`src/rtl/core/tkh_pkg.sv`:
```
// Shared types and constants for the top-k smallest heap core.
`default_nettype none

package tkh_pkg;

   // Heap geometry and field widths.
   localparam int HEAP_DEPTH = 64;
   localparam int IDX_W      = $clog2(HEAP_DEPTH);
   localparam int CNT_W      = IDX_W + 1;
   localparam int KEY_W      = 32;
   localparam int PAY_W      = 64;

   // Keep count after reset: the whole heap.
   localparam logic [CNT_W-1:0] KEEP_RESET = CNT_W'(HEAP_DEPTH);

   // One heap entry: the ordering key and the row stored with it.
   typedef struct packed {
      logic [KEY_W-1:0] key;
      logic [PAY_W-1:0] payload;
   } entry_type;

   // Controller states.
   typedef enum logic [2:0] {
      ST_IDLE,
      ST_START,
      ST_UP_READ,
      ST_UP_CMP,
      ST_DN_READ,
      ST_DN_CMP,
      ST_DONE
   } state_type;

   // Commands from the controller to the datapath.
   typedef struct packed {
      logic load_item;     // capture the accepted item
      logic start_fill;    // append at the end of the heap, bump the count
      logic start_replace; // evict the root, new item enters at the root
      logic start_reject;  // the new item itself is discarded
      logic rd_parent;     // read port 0 fetches the parent instead of the left child
      logic wr_cur;        // write the held item at the current slot
      logic mv_up;         // move the parent down into the current slot
      logic mv_down;       // move the larger child up into the current slot
      logic load_out;      // load the result register
   } cmd_type;

   // Status from the datapath to the controller.
   typedef struct packed {
      logic fill;          // heap is below the keep count
      logic less_root;     // new key is strictly below the root key
      logic at_root;       // current slot is the root
      logic parent_less;   // parent key is below the held key
      logic down_leaf;     // current slot has no child inside the heap
      logic child_wins;    // held key is below the larger child key
      logic out_free;      // result register can take a new item
   } status_type;

endpackage : tkh_pkg

`default_nettype wire

```
`src/rtl/core/tkh_ctrl.sv`:
```
// Controller state machine for the top-k smallest heap core.
`default_nettype none

module tkh_ctrl (
   input  wire logic               clock,
   input  wire logic               reset,
   input  wire logic               req_valid,
   output logic                    req_ready,
   input  wire tkh_pkg::status_type sts,
   output tkh_pkg::cmd_type        cmd
);
   import tkh_pkg::*;

   state_type state_ff;
   state_type state_in;

   // State register.
   always_ff @(posedge clock) begin
      if (reset) begin
         state_ff <= ST_IDLE;
      end else begin
         state_ff <= state_in;
      end
   end

   // Next state.
   always_comb begin
      state_in = state_ff;
      unique case (state_ff)
         ST_IDLE: begin
            if (req_valid) begin
               state_in = ST_START;
            end
         end
         ST_START: begin
            if (sts.fill) begin
               state_in = ST_UP_READ;
            end else if (sts.less_root) begin
               state_in = ST_DN_READ;
            end else begin
               state_in = ST_DONE;
            end
         end
         ST_UP_READ: begin
            state_in = sts.at_root ? ST_DONE : ST_UP_CMP;
         end
         ST_UP_CMP: begin
            state_in = sts.parent_less ? ST_UP_READ : ST_DONE;
         end
         ST_DN_READ: begin
            state_in = sts.down_leaf ? ST_DONE : ST_DN_CMP;
         end
         ST_DN_CMP: begin
            state_in = sts.child_wins ? ST_DN_READ : ST_DONE;
         end
         ST_DONE: begin
            if (sts.out_free) begin
               state_in = ST_IDLE;
            end
         end
         default: state_in = ST_IDLE;
      endcase
   end

   // Commands.
   always_comb begin
      cmd       = '0;
      req_ready = 1'b0;
      unique case (state_ff)
         ST_IDLE: begin
            req_ready     = 1'b1;
            cmd.load_item = req_valid;
         end
         ST_START: begin
            cmd.start_fill    = sts.fill;
            cmd.start_replace = !sts.fill && sts.less_root;
            cmd.start_reject  = !sts.fill && !sts.less_root;
         end
         ST_UP_READ: begin
            cmd.rd_parent = 1'b1;
            cmd.wr_cur    = sts.at_root;
         end
         ST_UP_CMP: begin
            cmd.mv_up  = sts.parent_less;
            cmd.wr_cur = !sts.parent_less;
         end
         ST_DN_READ: begin
            cmd.wr_cur = sts.down_leaf;
         end
         ST_DN_CMP: begin
            cmd.mv_down = sts.child_wins;
            cmd.wr_cur  = !sts.child_wins;
         end
         ST_DONE: begin
            cmd.load_out = sts.out_free;
         end
         default: begin
            cmd = '0;
         end
      endcase
   end

endmodule : tkh_ctrl

`default_nettype wire

```
`config.mk`:
```
export PLATFORM = sky130hd
export DESIGN_NAME = tkh_ctrl
export DESIGN_NICKNAME = d
export VERILOG_FILES = /design/src/rtl/core/tkh_pkg.sv /design/src/rtl/core/tkh_ctrl.sv
export SDC_FILE = /design/constraint.sdc
export NUM_CORES = 1
export LEC_CHECK = 0
export BUFFER_PORTS_ARGS = -buffer_cell sky130_fd_sc_hd__buf_2
export CORE_AREA = 5 5 42 44
export DETAILED_ROUTE_END_ITERATION = 8
export DIE_AREA = 0 0 47 49
export GPL_ROUTABILITY_DRIVEN = 0
export GPL_TIMING_DRIVEN = 1
export SYNTH_ARGS = -nofsm -noshare
export SYNTH_HDL_FRONTEND = slang
export SYNTH_SLANG_ARGS = --single-unit
```
`constraint.sdc`:
```
create_clock -name clock -period 2.2 [get_ports clock]
set_input_delay 0.33 -clock clock [delete_from_list [all_inputs] [get_ports clock]]
set_output_delay 0.33 -clock clock [all_outputs]
set_load 0.05 [all_outputs]
```
==> metrics.md <==
| Metric | Value |
|---|---|
| Nets | 81 |
| Hold Slack | 300.6 ps |
| Initial antenna violation count | 0 |
| Top cell type's share of synthesized area | 18.25% |
| Pin count of the biggest net entering global routing | 15 |
| Final setup skew | 1.013 ps |
| CP max stage delay | roughly 430 ps |
| Internal power | 0.2074 mW |
| Routed Antenna Nets | 0 |
| Pre-CTS setup slack | around 310 ps |
| Gate Count Post-Synth | 45 |
| Die W | 47 um |
| Worst-case clock buffer depth | 2 |
| Max FFs per register | 3 |
| Switching share of power | between 40% and 50% |
| Max Slew Vio Count | 0 |
| Critical Path RT | between 1500 and 2000 ps |
| Vias in the first global route | 368 |
| Layout Utilization | about a third |
| Synth Flop Type | dfxtp_1 |
| Busiest grt layer | met1 |
| Met2 Usage GRT | 11.99% |
| Crit-path max FO | 14 |
| Clock Power Share | 22.9% |
| Grt ovf | 0 |
| Startpoint types | flop |
| H-tree Lvls | 1 |
| Syn avg cell area | 7.313 um^2 |
| TritonRoute pass-1 iters | 2 |
| CTS tree | yes |
| First-pass GRT wire length | 1524 um |
| Area of the multi-input gates | roughly 260 um^2 |
| Setup violators final | 0 |
| Detailed Route Iter0 Violations | 2 |
| Drt wl/cell | 11.01 um |
| Vias per std cell | 4.771 |
| Ant. Diodes | 0 |
| Initial Util | about a quarter |
| Worst min path class | input port to flop |
| Post-synth EDFFs | 0 |
| Core region area | 1401 um^2 |
| Critical path's slowest cell | dfxtp_1 |
| Global Route Usage Sum | 8.573% |
| Yosys warning total | 0 |
| PortBufs | 19 |
| Tightest Pin Transition | 444.8 ps |
| Die H | 49 um |
| DRT Wirelength | between 900 and 1000 um |
| Async SR Flop Fraction | 0% |
| GR Layer Usage met3 | 2.952% |
| Sw Pwr | 0.2066 mW |
| Placed cell area | 452.9 um^2 |
| Clk pin slew, worst setup/hold paths | 40 ps |
| Max IR drop VDD | roughly 370 uV |
| Syn Nets | between 50 and 60 |
| Largest Register | state_ff |
| Area delta synth->final | 46.01% |
| Final worst slack | approximately 140 ps |
| Worst EP arrival | 1730 ps |
| WS Path Type | flop to output pin |
| Fin area | 480.5 um^2 |
| Commonest cells post-synth | nor2_1, nor3_1 |
| # IOs | 20 |
| Rows | 14 |
| CTS sink count | 3 |
| Final Hold Vio Count | 0 |
| Fmax | just under 0.5 GHz |
| Die ar. | 2303 um^2 |
| Met1 Track Usage GR | 12.01% |
| CP endpoint kind | output pin |
| Post-CTS Setup Bufs | 0 |
| Top delay family on crit path | simple AND/OR/NAND/NOR gates |
| Logic gate share of total power | 54.5% |
| Sequential fraction of the synthesis area | 18.25% |
| Num CTS Buffers | 3 |
| Final period utilization | 93.44% |
| Rel. slew slack | 70.31% |
| Routed via count | 396 |
| Critical-path cell list | or2b_1 > nor3b_1 > a31oi_1 > nor2_1 > buf_2 |
| Post-route DRC | 0 |
| Layout cells sized above 1 | 43.28% |
| Area leader, netlist | dfxtp_1 |
| Sequential Power Share | 22.6% |
| Most common cell in the synthesized netlist | nor2_1 |
| Outcome | completed |
| TNS Setup | 0 ps |
| Max cap viols | 0 |
| Setup slack, reg-to-reg | 620 ps |
| Largest regs | state_ff x3 |
| Top post-synthesis cells by area | dfxtp_1, ha_1, nor2_1, nor3_1, nor4b_1 |
| Mapped Area | 329.1 um^2 |
| FF+latch area | 61.31 um^2 |
| Root buf cell | clkbuf_4 |
| Worst skew pair latency | 230 ps |
| CP Buf/Inv Count | 1 |
| Post-layout minimum cycle time | 2056 ps |
| Unique masters post-synth | 23 |
| Pwr Density | roughly 860 nW/um^2 |
| Post-DP HPWL | 760.2 um |
| RSZ-0062 raised after global routing | false |
| Fillers | 157 |
| P_leak | 0.2295 nW |
| Yosys reg bits | 3 |
[layout make-up]
cell class                      count  area share (%)
Clock buffer                        4           5.469
Inverter                            4           3.125
Multi-Input combinational cell     36           53.13
Sequential cell                     3           12.76
Tap cell                           16           4.167
Timing Repair Buffer               20           21.35
[logic make-up after synthesis]
| logic type | share of synthesized area (%) |
|---|---|
| buffers and inverters | 7.603 |
| and+or+nand+nor | 46.39 |
| AOI/OAI and AO/OA | 13.31 |
| adders and majority gates | 11.41 |
| DFF | 18.25 |
| muxes | 3.042 |
[what timing repair did]
action                                  CTS  global route
resized for setup                         0             1
hold buffers                              0             0
endpoints found under the setup margin    0             1
[cell usage in the layout, fill, tap and decap left out]
master	netlist	layout
nor4b_2	0	1
and2_1	2	2
a21oi_1	3	3
clkbuf_4	0	3
dfxtp_2	0	1
nor4b_1	2	1
nor4bb_1	1	1
buf_2	2	19
and4_1	1	1
nor2_1	9	9
nand2_1	1	1
buf_4	0	1
nor4_1	1	1
nor3_1	4	3
ha_1	3	3
dfxtp_1	3	2
or3b_1	1	1
o31ai_1	1	1
nor3_2	0	1
inv_1	3	3
or4_4	1	1
nand3_1	1	1
nor3b_1	1	1
inv_2	1	1
clkbuf_1	0	1
mux2i_1	1	1
or2b_1	1	1
a31oi_1	1	1
a311oi_2	1	1
[through the flow]
| stage | power, mW | instances |
|---|---|---|
| 2_1_floorplan | 0.2673 | 45 |
| 3_3_place_gp | 0.3176 | 79 |
| 3_5_place_dp | 0.3213 | 79 |
| 4_1_cts | 0.4218 | 83 |
| 5_1_grt | 0.4461 | 83 |
| 6_report | 0.4140 | 83 |
[final timing paths]
check                    from  cells past startpoint     endpoint
setup reg to reg  state_ff[2]                      3  state_ff[1]
setup / recovery  state_ff[2]                      5       cmd[3]
hold reg to reg   state_ff[0]                      1  state_ff[0]
hold / removal          reset                      2  state_ff[1]
[layer usage]
layer / share of wire [%] / vias up / routed length [um]
met1: 46 / 174 / 418
met3: 12 / 0 / 114
met4: 0 / 0 / 0
li1: - / 205 / -
met5: 0 / - / 0
met2: 42 / 17 / 380
[power groups by stage]
stage	logic, mW	registers [mW]	clock network [mW]
CTS	0.229	0.0930	0.0999
finish	0.226	0.0937	0.0946
global route	0.245	0.0977	0.103
detailed placement	0.228	0.0929	0
floorplan	0.190	0.0771	0
global placement	0.225	0.0926	0
No activity file was read; power rests on OpenSTA's default activity.
